## config.mk

```make
export PLATFORM = sky130hd
export DESIGN_NAME = line_sharpness_metric_accumulator_unit
export DESIGN_NICKNAME = d
export VERILOG_FILES = /design/src/rtl/lsm_pkg.sv /design/src/rtl/line_sharpness_metric_accumulator_unit.sv /design/src/rtl/lsm_fifo.sv /design/src/rtl/lsm_front.sv /design/src/rtl/lsm_back.sv
export SDC_FILE = /design/constraint.sdc
export NUM_CORES = 2
export LEC_CHECK = 0
export BUFFER_PORTS_ARGS = -buffer_cell sky130_fd_sc_hd__buf_2
export CAP_MARGIN = 20
export CORE_MARGIN = 1.5
export CORE_UTILIZATION = 25
export CTS_CLUSTER_SIZE = 30
export DETAILED_ROUTE_END_ITERATION = 12
export GPL_TIMING_DRIVEN = 0
export MAX_ROUTING_LAYER = met4
export PLACE_DENSITY = 0.49
export RECOVER_POWER = 100
export SYNTH_ARGS = -nofsm -noshare
export SYNTH_HDL_FRONTEND = slang
export SYNTH_HIERARCHICAL = 1
export SYNTH_SLANG_ARGS = --single-unit
```

## constraint.sdc

```tcl
create_clock -name clk -period 8.7 [get_ports clk]
set_clock_uncertainty 0.05 [all_clocks]
set_input_delay 0 -clock clk [delete_from_list [all_inputs] [get_ports clk]]
set_output_delay 0 -clock clk [all_outputs]
set_load 0.01 [all_outputs]
```

## src/rtl/lsm_pkg.sv

```systemverilog
package lsm_pkg;

  // Register file layout
  localparam int CFG_IDX_W  = 3;
  localparam int CFG_DATA_W = 24;

  typedef enum logic [CFG_IDX_W-1:0] {
    CFG_SAMPLES_PER_LINE = 3'd0,
    CFG_IGNORE_COUNT     = 3'd1,
    CFG_METRIC_MODE      = 3'd2,
    CFG_THRESHOLD        = 3'd3
  } cfg_idx_t;

  typedef enum logic [1:0] {
    MODE_SUM   = 2'd0,
    MODE_COUNT = 2'd1,
    MODE_PEAK  = 2'd2,
    MODE_GRAD  = 2'd3
  } metric_mode_t;

  // Register widths and reset values
  localparam int SPL_W   = 13;
  localparam int IGN_W   = 13;
  localparam int THR_W   = 24;
  localparam logic [SPL_W-1:0] SPL_RESET = 13'd1024;

  // Result widths
  localparam int TOTAL_W = 56;
  localparam int LINES_W = 16;
  localparam logic signed [TOTAL_W-1:0] TOTAL_MAX = {1'b0, {(TOTAL_W-1){1'b1}}};
  localparam logic signed [TOTAL_W-1:0] TOTAL_MIN = {1'b1, {(TOTAL_W-1){1'b0}}};

  // Count metric is scaled to Q.8
  localparam int COUNT_SHIFT = 8;
  // Gradient metric needs this many used samples
  localparam int MIN_GRAD_SAMPLES = 3;

  // Depth of the queue between front and back end
  localparam int EVQ_DEPTH = 4;

  // Control part of a line/frame event
  typedef struct packed {
    logic         line_done;
    logic         eof;
    metric_mode_t mode;
  } lsm_ev_ctrl_t;

endpackage

```

## src/rtl/line_sharpness_metric_accumulator_unit.sv

```systemverilog
// Front end takes one sample per cycle while its four-entry event queue has room.
// Back end pops one queued event at a time while idle. A line end runs the divider over
// every accumulator bit for a gradient line of 3+ samples, then adds its metric to the
// frame total; a frame end then emits the total (directly if no line ends on it), once
// any earlier result has been taken.
// Synchronous active-low reset clears the control state, counters and accumulators and loads the register defaults.
module line_sharpness_metric_accumulator_unit #(
  parameter int MAX_LINE_SAMPLES = 4096,
  parameter int SAMPLE_BITS      = 24
) (
  input  logic                                   clk,
  input  logic                                   rst_n,
  input  logic                                   push,
  output logic                                   full,
  input  logic signed [SAMPLE_BITS-1:0]          in_sample,
  input  logic                                   in_end_of_frame,
  output logic                                   empty,
  input  logic                                   pop,
  output logic signed [lsm_pkg::TOTAL_W-1:0]     out_total_metric,
  output logic [lsm_pkg::LINES_W-1:0]            out_lines_in_frame,
  input  logic                                   cfg_valid,
  output logic                                   cfg_ready,
  input  logic [lsm_pkg::CFG_IDX_W-1:0]          cfg_index,
  input  logic [lsm_pkg::CFG_DATA_W-1:0]         cfg_data
);
  import lsm_pkg::*;

  localparam int LW    = $clog2(MAX_LINE_SAMPLES + 1);
  localparam int ACC_W = SAMPLE_BITS + LW + 2;
  localparam int CTL_W = $bits(lsm_ev_ctrl_t);
  localparam int EV_W  = CTL_W + LW + ACC_W;

  logic [SPL_W-1:0]        spl_r;
  logic [IGN_W-1:0]        ignore_r;
  metric_mode_t            mode_r;
  logic signed [THR_W-1:0] thresh_r;

  logic                    accept;
  logic                    ev_push;
  lsm_ev_ctrl_t            fe_ctrl;
  logic signed [ACC_W-1:0] fe_acc;
  logic [LW-1:0]           fe_used;
  logic [EV_W-1:0]         evq_wdata;
  logic [EV_W-1:0]         evq_rdata;
  logic                    evq_full;
  logic                    evq_empty;
  logic                    evq_pop;
  lsm_ev_ctrl_t            be_ctrl;
  logic signed [ACC_W-1:0] be_acc;
  logic [LW-1:0]           be_used;

  assign cfg_ready = 1'b1;
  assign full      = evq_full;
  assign accept    = push && !evq_full;

  // Register writes
  always_ff @(posedge clk) begin
    if (!rst_n) begin
      spl_r    <= SPL_RESET;
      ignore_r <= '0;
      mode_r   <= MODE_SUM;
      thresh_r <= '0;
    end else if (cfg_valid && cfg_ready) begin
      unique case (cfg_index)
        CFG_SAMPLES_PER_LINE: spl_r    <= cfg_data[SPL_W-1:0];
        CFG_IGNORE_COUNT:     ignore_r <= cfg_data[IGN_W-1:0];
        CFG_METRIC_MODE:      mode_r   <= metric_mode_t'(cfg_data[1:0]);
        CFG_THRESHOLD:        thresh_r <= $signed(cfg_data[THR_W-1:0]);
        default: ;
      endcase
    end
  end

  lsm_front #(
    .SAMPLE_BITS (SAMPLE_BITS),
    .LW          (LW),
    .ACC_W       (ACC_W),
    .MAX_LINE    (MAX_LINE_SAMPLES)
  ) u_front (
    .clk        (clk),
    .rst_n      (rst_n),
    .cfg_spl    (spl_r),
    .cfg_ignore (ignore_r),
    .cfg_mode   (mode_r),
    .cfg_thresh (thresh_r),
    .accept     (accept),
    .sample     (in_sample),
    .eof        (in_end_of_frame),
    .ev_push    (ev_push),
    .ev_ctrl    (fe_ctrl),
    .ev_acc     (fe_acc),
    .ev_used    (fe_used)
  );

  // Pack and unpack queue entries
  assign evq_wdata = {fe_ctrl, fe_used, fe_acc};
  assign be_ctrl   = lsm_ev_ctrl_t'(evq_rdata[EV_W-1 -: CTL_W]);
  assign be_used   = evq_rdata[ACC_W +: LW];
  assign be_acc    = $signed(evq_rdata[ACC_W-1:0]);

  lsm_fifo #(
    .WIDTH (EV_W),
    .DEPTH (EVQ_DEPTH)
  ) u_evq (
    .clk     (clk),
    .rst_n   (rst_n),
    .wr_en   (ev_push),
    .wr_data (evq_wdata),
    .full    (evq_full),
    .rd_en   (evq_pop),
    .rd_data (evq_rdata),
    .empty   (evq_empty)
  );

  lsm_back #(
    .LW    (LW),
    .ACC_W (ACC_W)
  ) u_back (
    .clk       (clk),
    .rst_n     (rst_n),
    .evq_empty (evq_empty),
    .evq_pop   (evq_pop),
    .ev_ctrl   (be_ctrl),
    .ev_acc    (be_acc),
    .ev_used   (be_used),
    .out_pop   (pop),
    .out_empty (empty),
    .out_total (out_total_metric),
    .out_lines (out_lines_in_frame)
  );

endmodule

```

## src/rtl/lsm_fifo.sv

```systemverilog
module lsm_fifo #(
  parameter int WIDTH = 8,
  parameter int DEPTH = 4
) (
  input  logic             clk,
  input  logic             rst_n,
  input  logic             wr_en,
  input  logic [WIDTH-1:0] wr_data,
  output logic             full,
  input  logic             rd_en,
  output logic [WIDTH-1:0] rd_data,
  output logic             empty
);

  localparam int PW = (DEPTH > 1) ? $clog2(DEPTH) : 1;
  localparam int CW = $clog2(DEPTH + 1);
  localparam logic [PW-1:0] LAST = PW'(DEPTH - 1);

  logic [WIDTH-1:0] mem_r [DEPTH];
  logic [PW-1:0]    wr_ptr_r;
  logic [PW-1:0]    rd_ptr_r;
  logic [CW-1:0]    count_r;
  logic             do_wr;
  logic             do_rd;

  assign full    = (count_r == CW'(DEPTH));
  assign empty   = (count_r == '0);
  assign rd_data = mem_r[rd_ptr_r];
  assign do_wr   = wr_en && !full;
  assign do_rd   = rd_en && !empty;

  // Store entries
  always_ff @(posedge clk) begin
    if (do_wr) begin
      mem_r[wr_ptr_r] <= wr_data;
    end
  end

  // Advance pointers and occupancy
  always_ff @(posedge clk) begin
    if (!rst_n) begin
      wr_ptr_r <= '0;
      rd_ptr_r <= '0;
      count_r  <= '0;
    end else begin
      if (do_wr) begin
        wr_ptr_r <= (wr_ptr_r == LAST) ? '0 : wr_ptr_r + 1'b1;
      end
      if (do_rd) begin
        rd_ptr_r <= (rd_ptr_r == LAST) ? '0 : rd_ptr_r + 1'b1;
      end
      if (do_wr && !do_rd) begin
        count_r <= count_r + 1'b1;
      end else if (do_rd && !do_wr) begin
        count_r <= count_r - 1'b1;
      end
    end
  end

endmodule

```

## src/rtl/lsm_front.sv

```systemverilog
module lsm_front #(
  parameter int SAMPLE_BITS = 24,
  parameter int LW          = 13,
  parameter int ACC_W       = 39,
  parameter int MAX_LINE    = 4096
) (
  input  logic                          clk,
  input  logic                          rst_n,
  input  logic [lsm_pkg::SPL_W-1:0]     cfg_spl,
  input  logic [lsm_pkg::IGN_W-1:0]     cfg_ignore,
  input  lsm_pkg::metric_mode_t         cfg_mode,
  input  logic signed [lsm_pkg::THR_W-1:0] cfg_thresh,
  input  logic                          accept,
  input  logic signed [SAMPLE_BITS-1:0] sample,
  input  logic                          eof,
  output logic                          ev_push,
  output lsm_pkg::lsm_ev_ctrl_t         ev_ctrl,
  output logic signed [ACC_W-1:0]       ev_acc,
  output logic [LW-1:0]                 ev_used
);
  import lsm_pkg::*;

  localparam int CMP_W = (LW > SPL_W) ? LW : SPL_W;
  localparam int TW    = (SAMPLE_BITS > THR_W) ? SAMPLE_BITS : THR_W;
  localparam logic [CMP_W-1:0] MAX_LEN = CMP_W'(MAX_LINE);

  logic [LW-1:0]                 pos_r, pos_nxt;
  logic [LW-1:0]                 used_r, used_nxt;
  logic signed [ACC_W-1:0]       acc_r, acc_nxt;
  logic signed [SAMPLE_BITS-1:0] prev0_r, prev0_nxt;
  logic signed [SAMPLE_BITS-1:0] prev1_r, prev1_nxt;

  logic [CMP_W-1:0]              len;
  logic                          active;
  logic                          use_smp;
  logic                          above;
  logic signed [ACC_W-1:0]       s_ext;
  logic signed [SAMPLE_BITS:0]   diff;
  logic [SAMPLE_BITS:0]          adiff;
  logic signed [ACC_W-1:0]       acc_step;
  logic [LW-1:0]                 pos_inc;
  logic [LW-1:0]                 used_inc;
  logic                          line_end;

  // Classify the sample against the line geometry
  always_comb begin
    len      = (CMP_W'(cfg_spl) > MAX_LEN) ? MAX_LEN : CMP_W'(cfg_spl);
    active   = (len != '0);
    use_smp  = (CMP_W'(pos_r) >= CMP_W'(cfg_ignore));
    pos_inc  = pos_r + 1'b1;
    line_end = active && (CMP_W'(pos_inc) >= len);
    used_inc = use_smp ? used_r + 1'b1 : used_r;
  end

  // Update the line accumulator for the current mode
  always_comb begin
    above = (TW'(sample) > TW'(cfg_thresh));
    s_ext = ACC_W'(sample);
    diff  = (SAMPLE_BITS+1)'(sample) - (SAMPLE_BITS+1)'(prev1_r);
    adiff = diff[SAMPLE_BITS] ? $unsigned(-diff) : $unsigned(diff);
    unique case (cfg_mode)
      MODE_SUM:   acc_step = above ? acc_r + s_ext : acc_r;
      MODE_COUNT: acc_step = above ? acc_r + ACC_W'(1) : acc_r;
      MODE_PEAK:  acc_step = (s_ext > acc_r) ? s_ext : acc_r;
      MODE_GRAD:  acc_step = (used_r >= LW'(2)) ?
                             acc_r + $signed(ACC_W'(adiff)) : acc_r;
      default:    acc_step = acc_r;
    endcase
  end

  // Emit an event on line end or frame end
  assign ev_push             = accept && (line_end || eof);
  assign ev_ctrl.line_done   = line_end;
  assign ev_ctrl.eof         = eof;
  assign ev_ctrl.mode        = cfg_mode;
  assign ev_acc              = use_smp ? acc_step : acc_r;
  assign ev_used             = used_inc;

  // Next line state: drop on event, else advance the position, and the rest on a used sample
  always_comb begin
    pos_nxt   = pos_r;
    used_nxt  = used_r;
    acc_nxt   = acc_r;
    prev0_nxt = prev0_r;
    prev1_nxt = prev1_r;
    if (accept) begin
      if (line_end || eof) begin
        pos_nxt   = '0;
        used_nxt  = '0;
        acc_nxt   = '0;
        prev0_nxt = '0;
        prev1_nxt = '0;
      end else if (active) begin
        pos_nxt = pos_inc;
        if (use_smp) begin
          acc_nxt   = acc_step;
          used_nxt  = used_inc;
          prev1_nxt = prev0_r;
          prev0_nxt = sample;
        end
      end
    end
  end

  always_ff @(posedge clk) begin
    if (!rst_n) begin
      pos_r   <= '0;
      used_r  <= '0;
      acc_r   <= '0;
      prev0_r <= '0;
      prev1_r <= '0;
    end else begin
      pos_r   <= pos_nxt;
      used_r  <= used_nxt;
      acc_r   <= acc_nxt;
      prev0_r <= prev0_nxt;
      prev1_r <= prev1_nxt;
    end
  end

endmodule

```

## src/rtl/lsm_back.sv

```systemverilog
module lsm_back #(
  parameter int LW    = 13,
  parameter int ACC_W = 39
) (
  input  logic                                 clk,
  input  logic                                 rst_n,
  input  logic                                 evq_empty,
  output logic                                 evq_pop,
  input  lsm_pkg::lsm_ev_ctrl_t                ev_ctrl,
  input  logic signed [ACC_W-1:0]              ev_acc,
  input  logic [LW-1:0]                        ev_used,
  input  logic                                 out_pop,
  output logic                                 out_empty,
  output logic signed [lsm_pkg::TOTAL_W-1:0]   out_total,
  output logic [lsm_pkg::LINES_W-1:0]          out_lines
);
  import lsm_pkg::*;

  localparam int MET_W = ACC_W + COUNT_SHIFT;
  localparam int SUM_W = ((MET_W > TOTAL_W) ? MET_W : TOTAL_W) + 1;
  localparam int DVD_W = ACC_W;
  localparam int DVS_W = LW + 1;
  localparam int REM_W = LW + 2;
  localparam int CNT_W = $clog2(DVD_W + 1);

  typedef enum logic [1:0] {
    S_IDLE,
    S_DIV,
    S_ADD,
    S_EMIT
  } state_t;

  state_t                    state_r;
  logic                      eof_r;
  logic signed [MET_W-1:0]   metric_r;
  logic [DVD_W-1:0]          dvd_r;
  logic [DVS_W-1:0]          dvs_r;
  logic [REM_W-1:0]          rem_r;
  logic [CNT_W-1:0]          cnt_r;
  logic                      neg_r;
  logic signed [TOTAL_W-1:0] total_r;
  logic [LINES_W-1:0]        lines_r;
  logic                      out_valid_r;
  logic signed [TOTAL_W-1:0] out_total_r;
  logic [LINES_W-1:0]        out_lines_r;

  logic [LW-1:0]             inner;
  logic                      grad_ok;
  logic signed [ACC_W:0]     num;
  logic [ACC_W:0]            num_mag;
  logic [REM_W-1:0]          rem_sh;
  logic                      rem_ge;
  logic [DVD_W-1:0]          quo;
  logic signed [SUM_W-1:0]   sum;
  logic signed [TOTAL_W-1:0] sum_sat;
  logic                      out_free;
  logic                      emit_go;

  assign evq_pop   = (state_r == S_IDLE) && !evq_empty;
  assign out_empty = !out_valid_r;
  assign out_total = out_total_r;
  assign out_lines = out_lines_r;
  assign out_free  = !out_valid_r || out_pop;
  assign emit_go   = (state_r == S_EMIT) && out_free;

  // Divider step and saturating add
  always_comb begin
    inner   = ev_used - LW'(2);
    grad_ok = (ev_used >= LW'(MIN_GRAD_SAMPLES));
    // Rounding numerator; divide its magnitude and restore the sign after
    num     = (ACC_W+1)'(ev_acc) + $signed((ACC_W+1)'(inner));
    num_mag = num[ACC_W] ? $unsigned(-num) : $unsigned(num);
    rem_sh  = {rem_r[REM_W-2:0], dvd_r[DVD_W-1]};
    rem_ge  = (rem_sh >= REM_W'(dvs_r));
    quo     = {dvd_r[DVD_W-2:0], rem_ge};
    sum     = SUM_W'(total_r) + SUM_W'(metric_r);
    if (sum > SUM_W'(TOTAL_MAX)) begin
      sum_sat = TOTAL_MAX;
    end else if (sum < SUM_W'(TOTAL_MIN)) begin
      sum_sat = TOTAL_MIN;
    end else begin
      sum_sat = sum[TOTAL_W-1:0];
    end
  end

  // Sequence each event: metric and accumulate on a line end, emit on a frame end
  always_ff @(posedge clk) begin
    if (!rst_n) begin
      state_r     <= S_IDLE;
      eof_r       <= 1'b0;
      total_r     <= '0;
      lines_r     <= '0;
      out_valid_r <= 1'b0;
      cnt_r       <= '0;
    end else begin
      // Hold the result until it is taken or replaced
      if (emit_go) begin
        out_valid_r <= 1'b1;
      end else if (out_pop && out_valid_r) begin
        out_valid_r <= 1'b0;
      end
      unique case (state_r)
        S_IDLE: begin
          if (!evq_empty) begin
            eof_r <= ev_ctrl.eof;
            if (!ev_ctrl.line_done) begin
              state_r <= S_EMIT;
            end else begin
              state_r <= S_ADD;
              unique case (ev_ctrl.mode)
                MODE_SUM, MODE_PEAK: metric_r <= MET_W'(ev_acc);
                MODE_COUNT: metric_r <= {ev_acc, {COUNT_SHIFT{1'b0}}};
                MODE_GRAD: begin
                  metric_r <= '0;
                  if (grad_ok) begin
                    dvd_r   <= num_mag[DVD_W-1:0];
                    neg_r   <= num[ACC_W];
                    dvs_r   <= {inner, 1'b0};
                    rem_r   <= '0;
                    cnt_r   <= CNT_W'(DVD_W);
                    state_r <= S_DIV;
                  end
                end
                default: metric_r <= '0;
              endcase
            end
          end
        end
        S_DIV: begin
          // One quotient bit per cycle, restoring
          rem_r <= rem_ge ? rem_sh - REM_W'(dvs_r) : rem_sh;
          dvd_r <= quo;
          cnt_r <= cnt_r - 1'b1;
          if (cnt_r == CNT_W'(1)) begin
            metric_r <= neg_r ? -$signed(MET_W'(quo)) : $signed(MET_W'(quo));
            state_r  <= S_ADD;
          end
        end
        S_ADD: begin
          total_r <= sum_sat;
          if (lines_r != '1) begin
            lines_r <= lines_r + 1'b1;
          end
          state_r <= eof_r ? S_EMIT : S_IDLE;
        end
        S_EMIT: begin
          if (out_free) begin
            out_total_r <= total_r;
            out_lines_r <= lines_r;
            total_r     <= '0;
            lines_r     <= '0;
            state_r     <= S_IDLE;
          end
        end
        default: state_r <= S_IDLE;
      endcase
    end
  end

endmodule

```

**Word-level counts from Yosys, hierarchy flattened**

Memory sizes are Yosys's and may differ from the RTL's. A register that Yosys moved wholly into a read port is not among the register bits.
Cells that the tools add are included.

- Latch bits: 0
- RAM bits: 224
- Flip-flop bits (word level): 440
- Memories kept: 1
- Memory bits (read-only): 0
- Bits of input ports: 57
- Word-level logic and storage cells: 195

Memories:

| memory | depth | width | read ports | clocked after memory_dff | write ports | RTL line | text |
|---|---|---|---|---|---|---|---|
| u_evq.mem_r | 4 | 56 | 1 | 1 | 1 | lsm_fifo.sv:19 | `logic [WIDTH-1:0] mem_r [DEPTH];` |

- Shifts and indexed selects: 0
- Order comparisons: 10
- Multipliers: 0
- Add/subtract/negate cells: 19
- Bitwise gates (word level): 1
- Eq/ne operators: 24
- Reductions and logical operators: 45
- Multiplexer cells: 70
- Div/mod/pow operators: 0

Operators with widths:

| cell | number |
|---|---|
| 39-bit 2-to-1 mux | 12 |
| 47-bit 2-to-1 mux | 4 |
| 56-bit 2-to-1 mux | 3 |
| 39-bit case mux with 4 select lines | 1 |
| 24-bit 2-to-1 mux | 6 |
| 47-bit case mux with 3 select lines | 1 |
| 56-bit case mux with 2 select lines | 1 |
| 47-bit case mux with 2 select lines | 1 |
| 13-bit 2-to-1 mux | 7 |
| 39-bit case mux with 2 select lines | 1 |
| 14-bit 2-to-1 mux | 5 |
| 56-bit by 47-bit adder with 57-bit output | 1 |
| 57-bit by 56-bit > comparator with 1-bit output, second input constant | 1 |
| 57-bit by 56-bit less-than comparator with 1-bit output, second input constant | 1 |
| 39-bit negator with 47-bit output | 1 |
| 39-bit by 14-bit adder with 40-bit output | 1 |
| 39-bit by 2-bit adder with 39-bit output, second input constant | 1 |
| 39-bit by 24-bit adder with 39-bit output | 1 |
| 39-bit by 26-bit adder with 39-bit output | 1 |
| 24-bit by 39-bit > comparator with 1-bit output | 1 |
| 39-bit negator | 1 |
| 16-bit 2-to-1 mux | 2 |
| 16-bit case mux with 2 select lines | 1 |
| 14-bit case mux with 2 select lines | 1 |
| 44 further kinds | 113 |

**Longest topological paths before layout**

- Word-level depth: 11
- Gate-level depth with buffers: 26
- Gate-level depth less buffers: 24

**Modules after synthesis**

Netlist, hierarchy kept.

By module, submodules not included:

| module | cells an instance | sequential area each (um^2) | area an instance (um^2) | times used |
|---|---|---|---|---|
| lsm_back | 1863 | 7226.9 | 17250.3 | 1 |
| lsm_front | 2215 | 2262.2 | 15909.0 | 1 |
| lsm_fifo | 343 | 6906.6 | 8590.7 | 1 |
| line_sharpness_metric_accumulator_unit | 204 | 1041.0 | 2008.2 | 1 |

**Least setup slack after synthesis**

No wires, ideal clock.

- Path kind: register to register
- Start point: register u_back.state_r[1]
- End point: register u_back.out_lines_r[0] (netlist: u_back/out_lines[0]) (enable)
- Slack: 2.493 ns
- Data required time: 8.059 ns
- Cell stages (with the launch flop): 4
- Buffers on the path: 1
- Library setup time: 0.591 ns
- Data arrival time: 5.566 ns
- Path through: dfxtp_1 -> clkbuf_1 -> nand2_1 -> nor3_1

- Word-level cells in the longest chain between the ends: 2

Ends and longest elaborated chain:

| what | RTL line | text |
|---|---|---|
| from (decl) | lsm_back.sv:33 | `state_t state_r;` |
| from (signal assigned) | lsm_back.sv:144 | `state_r <= eof_r ? S_EMIT : S_IDLE;` |
| 2-bit equality test | lsm_back.sv:102 | `unique case (state_r)` |
| 3-bit AND reduction (no line) | n/a |  |
| to (signal assigned) | lsm_back.sv:149 | `out_lines_r <= lines_r;` |
| to (decl) | lsm_back.sv:45 | `logic [LINES_W-1:0] out_lines_r;` |

Every way passes these cells.
A chain may end at the register's enable or synchronous reset.

**Final worst setup path**

- Start point: register u_front.prev1_r[9]
- End point: memory u_evq/mem_r[1][33] (netlist name) (data pin)

- Word-level cells in the longest chain between the ends: 7

Ends and longest elaborated chain:

| what | RTL line | text |
|---|---|---|
| from (decl) | lsm_front.sv:31 | `logic signed [SAMPLE_BITS-1:0] prev1_r, prev1_nxt;` |
| from (signal assigned) | lsm_front.sv:117 | `prev1_r <= prev1_nxt;` |
| 24-bit by 24-bit subtractor with 25-bit output * | lsm_front.sv:59 | `diff = (SAMPLE_BITS+1)'(sample) - (SAMPLE_BITS+1)'(prev1_r);` |
| 25-bit negator | lsm_front.sv:60 | `adiff = diff[SAMPLE_BITS] ? $unsigned(-diff) : $unsigned(diff);` |
| 25-bit 2-to-1 mux * | lsm_front.sv:60 |  |
| 39-bit by 26-bit adder with 39-bit output * | lsm_front.sv:66 | `acc_r + $signed(ACC_W'(adiff)) : acc_r;` |
| 39-bit 2-to-1 mux * | lsm_front.sv:65 | `MODE_GRAD: acc_step = (used_r >= LW'(2)) ?` |
| 39-bit case mux with 4 select lines * | lsm_front.sv:61 | `unique case (cfg_mode)` |
| 39-bit 2-to-1 mux * | lsm_front.sv:76 | `assign ev_acc = use_smp ? acc_step : acc_r;` |
| via fe_acc[33] | line_sharpness_metric_accumulator_unit.sv:41 | `logic signed [ACC_W-1:0] fe_acc;` |
| to (decl) | lsm_fifo.sv:19 |  |

Mark *: on every way through the listed nets, which the timed path passes. The rest lies on a longest branch.

==> metrics.log <==
[metrics] Placed Area: 47600 µm²
[metrics] layout cell share with drive strength beyond 1: 0.0743
[metrics] max-cap check violation count: 5
[metrics] total routing resource utilization after global routing: 0.173
[metrics] GRT overflow: 0
[metrics] leakage power: 17.8 nW
[metrics] detailed-route DRC error count: 0
[metrics] library cells used by synthesis: 126
[metrics] die width: 421 µm
[metrics] unrepaired setup endpoints after global routing: false
[metrics] Post-Syn Area: 43800 µm²
[metrics] shortest clock period the worst path allows after layout: 8.01 ns
[metrics] Hold/Removal Path Class: primary input to flop
[metrics] number of core rows: 153
[metrics] routed length per placed instance: 21.1 µm
[metrics] clock-pin slew on the worst setup and hold paths: 0.06 ns
[metrics] insertion delay to the later sink of the worst-skew pair: 0.67 ns
[metrics] final WL: 154000 µm
[metrics] Primary FF master, synth: edfxtp_1
[metrics] cell count after synthesis: 4625
[metrics] Power, Total: 0.0136 W
[metrics] failing checks: max-capacitance violations, max-slew violations
[metrics] Peak VDD IR: 0.134 mV
[metrics] final count of negative-setup-slack endpoints: 0
[metrics] Fmax: 125 MHz
[metrics] smallest hold slack: 0.0939 ns
[metrics] TritonCTS clock tree: done
[metrics] last weighted congestion value of the routability-driven placer: 0.964
[metrics] number of antenna violations at the first check in global routing: 4
[metrics] Final Hold Violating Endpoints: 0
[metrics] drt first pass iters: 6
[metrics] DR vias: 37.5k
[metrics] CTS Buffer Depth: 3
[metrics] result of the run: finished, violations left
[metrics] Layout fillers: 18.5k
[metrics] share of synthesized flip-flops with an asynchronous set or reset: 0
[metrics] Initial DRC Count: 2899
[metrics] worst slew margin relative to its limit: -1.21
[metrics] number of H-tree levels: 3
[metrics] Ports: 132
[metrics] number of buffers added on ports: 130
[metrics] number of pins exceeding their max-slew limit in the final report: 231
[metrics] die area: 178000 µm²
[metrics] CTS Root Buffer Type: clkbuf_16
[metrics] worst-path maximum fanout: 10
[metrics] most frequent standard cell in the layout excluding fill and tap cells: nand2_1
[metrics] vias in the first global route: 36.5k
[metrics] commonest cells after routing, fill and taps aside: nand2_1 (430), a21oi_1 (419), edfxtp_1 (410), nor2_1 (291)
[metrics] number of buffers inserted during clock tree synthesis: 79
[metrics] final design instance area without fill: 50500 µm²
[metrics] Power per Cell Area: 270 nW/µm²
[metrics] sequential-to-total area share from yosys stat: 0.398
[metrics] worst slew pin tran: 3.31 ns
[metrics] CTS sink count: 666
[metrics] drt via density: 5.13
[metrics] total half-perimeter wirelength after legalization and detailed placement: 119000 µm
[metrics] die extent in y: 421 µm
[metrics] #FFs+latches synth: 666
[metrics] number of flops mapped to enable cells by yosys: 410
[metrics] number of nets in the synthesized netlist: 4967
[metrics] footprint of the flip-flops and latches: 17400 µm²
[metrics] type of the worst setup path: flop to flop
[metrics] fin nets: 5260
[metrics] number of placed instances, taps included: 7101
[metrics] WP data arrival: 8.29 ns
[metrics] global-route wire length before repair: 230000 µm
[metrics] Synth warnings: 6
[metrics] WP data required: 8.97 ns
[metrics] Critical Path Sink Type: flop
[metrics] crit share post-route: 0.921
[metrics] maximum number of pins on one net before global-route repair: 52
[metrics] area of the multi-input gates: 24300 µm²
[metrics] Final TNS setup: 0 ns
[metrics] cells resized by post-CTS repair: 0
[metrics] mean area per synthesized cell: 9.46 µm²
[metrics] area growth from synthesis to layout: 15.4%
[metrics] final cell count without fillers: 7308
[metrics] starting density of the core: 0.252
[metrics] Worst setup SP type: flop
[metrics] number of nets still failing antenna checks after routing: 0
[metrics] Core Footprint: 174000 µm²
[critical path, cell delays in order, from the launching register on]
cell and delay, ns:
dfxtp_1 0.33, inv_1 0.05, ha_1 0.26, clkbuf_1 0.18
a211o_1 0.29, a31oi_1 0.19, o21bai_1 0.19, o21ai_0 0.18
a21oi_1 0.13, a21o_1 0.22, and3_1 0.19, o22ai_1 0.68
clkbuf_1 0.58, nand2_1 0.14, xnor2_1 0.16, ha_1 0.33
o21ai_0 0.16, o21ai_0 0.40, a221oi_1 0.23, o21ai_1 0.62
a31oi_1 0.27, o21ai_1 0.74, nand3_1 0.18, xnor2_1 0.17
a211oi_1 0.46, a22oi_1 0.27
[flip-flops by register name, summed over array words and instances (netlist names), 2 cells and up, named ones only]
register / flops
u_evq/mem_r: 224
u_back/out_total: 56
u_back/total_r: 56
u_back/metric_r: 47
u_back/dvd_r: 39
u_front/acc_r: 39
thresh_r: 24
u_front/prev0_r: 24
u_front/prev1_r: 24
u_back/lines_r: 16
u_back/out_lines: 16
u_back/rem_r: 14
ignore_r: 13
spl_r: 13
u_back/dvs_r: 13
u_front/pos_r: 13
u_front/used_r: 13
u_back/cnt_r: 6
u_evq/count_r: 3
mode_r: 2
u_back/state_r: 2
u_evq/rd_ptr_r: 2
u_evq/wr_ptr_r: 2
[path summary, 6_finish.rpt]
| path | from | to | slack (ns) | depth (start not counted) |
|---|---|---|---|---|
| worst max-delay path | u_front/prev1_r[9]$_SDFFE_PN0P_ | u_evq/mem_r[1][33]$_DFFE_PP_ | 0.69 | 25 |
| worst min-delay path | cfg_data[19] | thresh_r[19]$_SDFFE_PN0P_ | 0.09 | 4 |
| worst max register to register | u_front/prev1_r[9]$_SDFFE_PN0P_ | u_evq/mem_r[1][33]$_DFFE_PP_ | 0.69 | 25 |
| worst min register to register | thresh_r[18]$_SDFFE_PN0P_ | thresh_r[18]$_SDFFE_PN0P_ | 0.41 | 2 |
[power breakdown]
part,total (W),switching [W],internal (W)
logic,0.00580,0.00373,0.00207
registers,0.00434,0.000329,0.00401
clock network,0.00349,0.00142,0.00206
[cell type report]
class,instances,area share
clock inverters,54,0.0124
multi-input cells,3496,0.481
flip-flops and latches,666,0.345
diodes,2,0.0000991
plain buffers,233,0.0206
inverters,230,0.0171
well taps,2325,0.0576
repair buffers,212,0.0247
clock buffers,90,0.0412
[kinds of logic after synthesis]
| logic type | count (synthesis) | synth area share |
|---|---|---|
| AOI/OAI and AO/OA | 1397 | 0.211 |
| xor gates and xnor gates | 310 | 0.0620 |
| adders and majority gates | 285 | 0.0827 |
| buffers and inverters | 463 | 0.0442 |
| DFF | 666 | 0.398 |
| muxes | 129 | 0.0461 |
| other | 1 | 0.0000857 |
| and+or+nand+nor | 1374 | 0.156 |
[per-layer routing]
| metal | global-route usage | wire [µm] | up-vias |
|---|---|---|---|
| met5 | - | 0 | - |
| met4 | 0.0651 | 6390 | 0 |
| met3 | 0.0253 | 8180 | 302 |
| met2 | 0.274 | 69800 | 1219 |
| met1 | 0.222 | 69500 | 18100 |
| li1 | - | - | 17900 |
[synthesized netlist by cell type, types with 19 or more instances]
library cell / n / share of area
xor2_1: 135 / 0.027
and3_1: 40 / 0.0057
nor2b_1: 107 / 0.015
a211oi_1: 51 / 0.0087
clkbuf_1: 156 / 0.013
mux2i_1: 63 / 0.014
a221oi_1: 40 / 0.0080
and2_1: 32 / 0.0046
nor4_1: 35 / 0.0050
and4_1: 20 / 0.0040
o21ai_0: 252 / 0.029
a22o_1: 19 / 0.0038
o31ai_1: 52 / 0.0089
o21bai_1: 40 / 0.0069
nand4_1: 64 / 0.0091
or3_1: 47 / 0.0067
o21a_1: 28 / 0.0048
inv_1: 224 / 0.019
a21oi_1: 418 / 0.048
a21o_1: 60 / 0.010
buf_2: 48 / 0.0055
nor2_1: 290 / 0.025
nand3_1: 109 / 0.012
dfxtp_1: 256 / 0.12
mux4_2: 56 / 0.029
a22oi_1: 110 / 0.019
edfxtp_1: 410 / 0.28
o211ai_1: 31 / 0.0053
nor3_1: 96 / 0.011
nand2_1: 430 / 0.037
o22ai_1: 19 / 0.0027
ha_1: 278 / 0.079
o21ai_1: 21 / 0.0024
xnor2_1: 175 / 0.035
a31oi_1: 49 / 0.0070
[per-stage QoR]
step | utilization | setup slack (ns)
final | 0.291 | 0.689
after global routing | 0.291 | 0.266
after CTS | 0.293 | 1.08
after detailed placement | 0.274 | 1.11
after global placement | 0.272 | -0.329
after floorplan | - | 2.49
[what timing repair did]
action,4_1_cts,5_1_grt
hold buffers,60,0
hold endpoints to repair,103,0
buffers inserted,0,0
(Power assumes the default switching activity.)
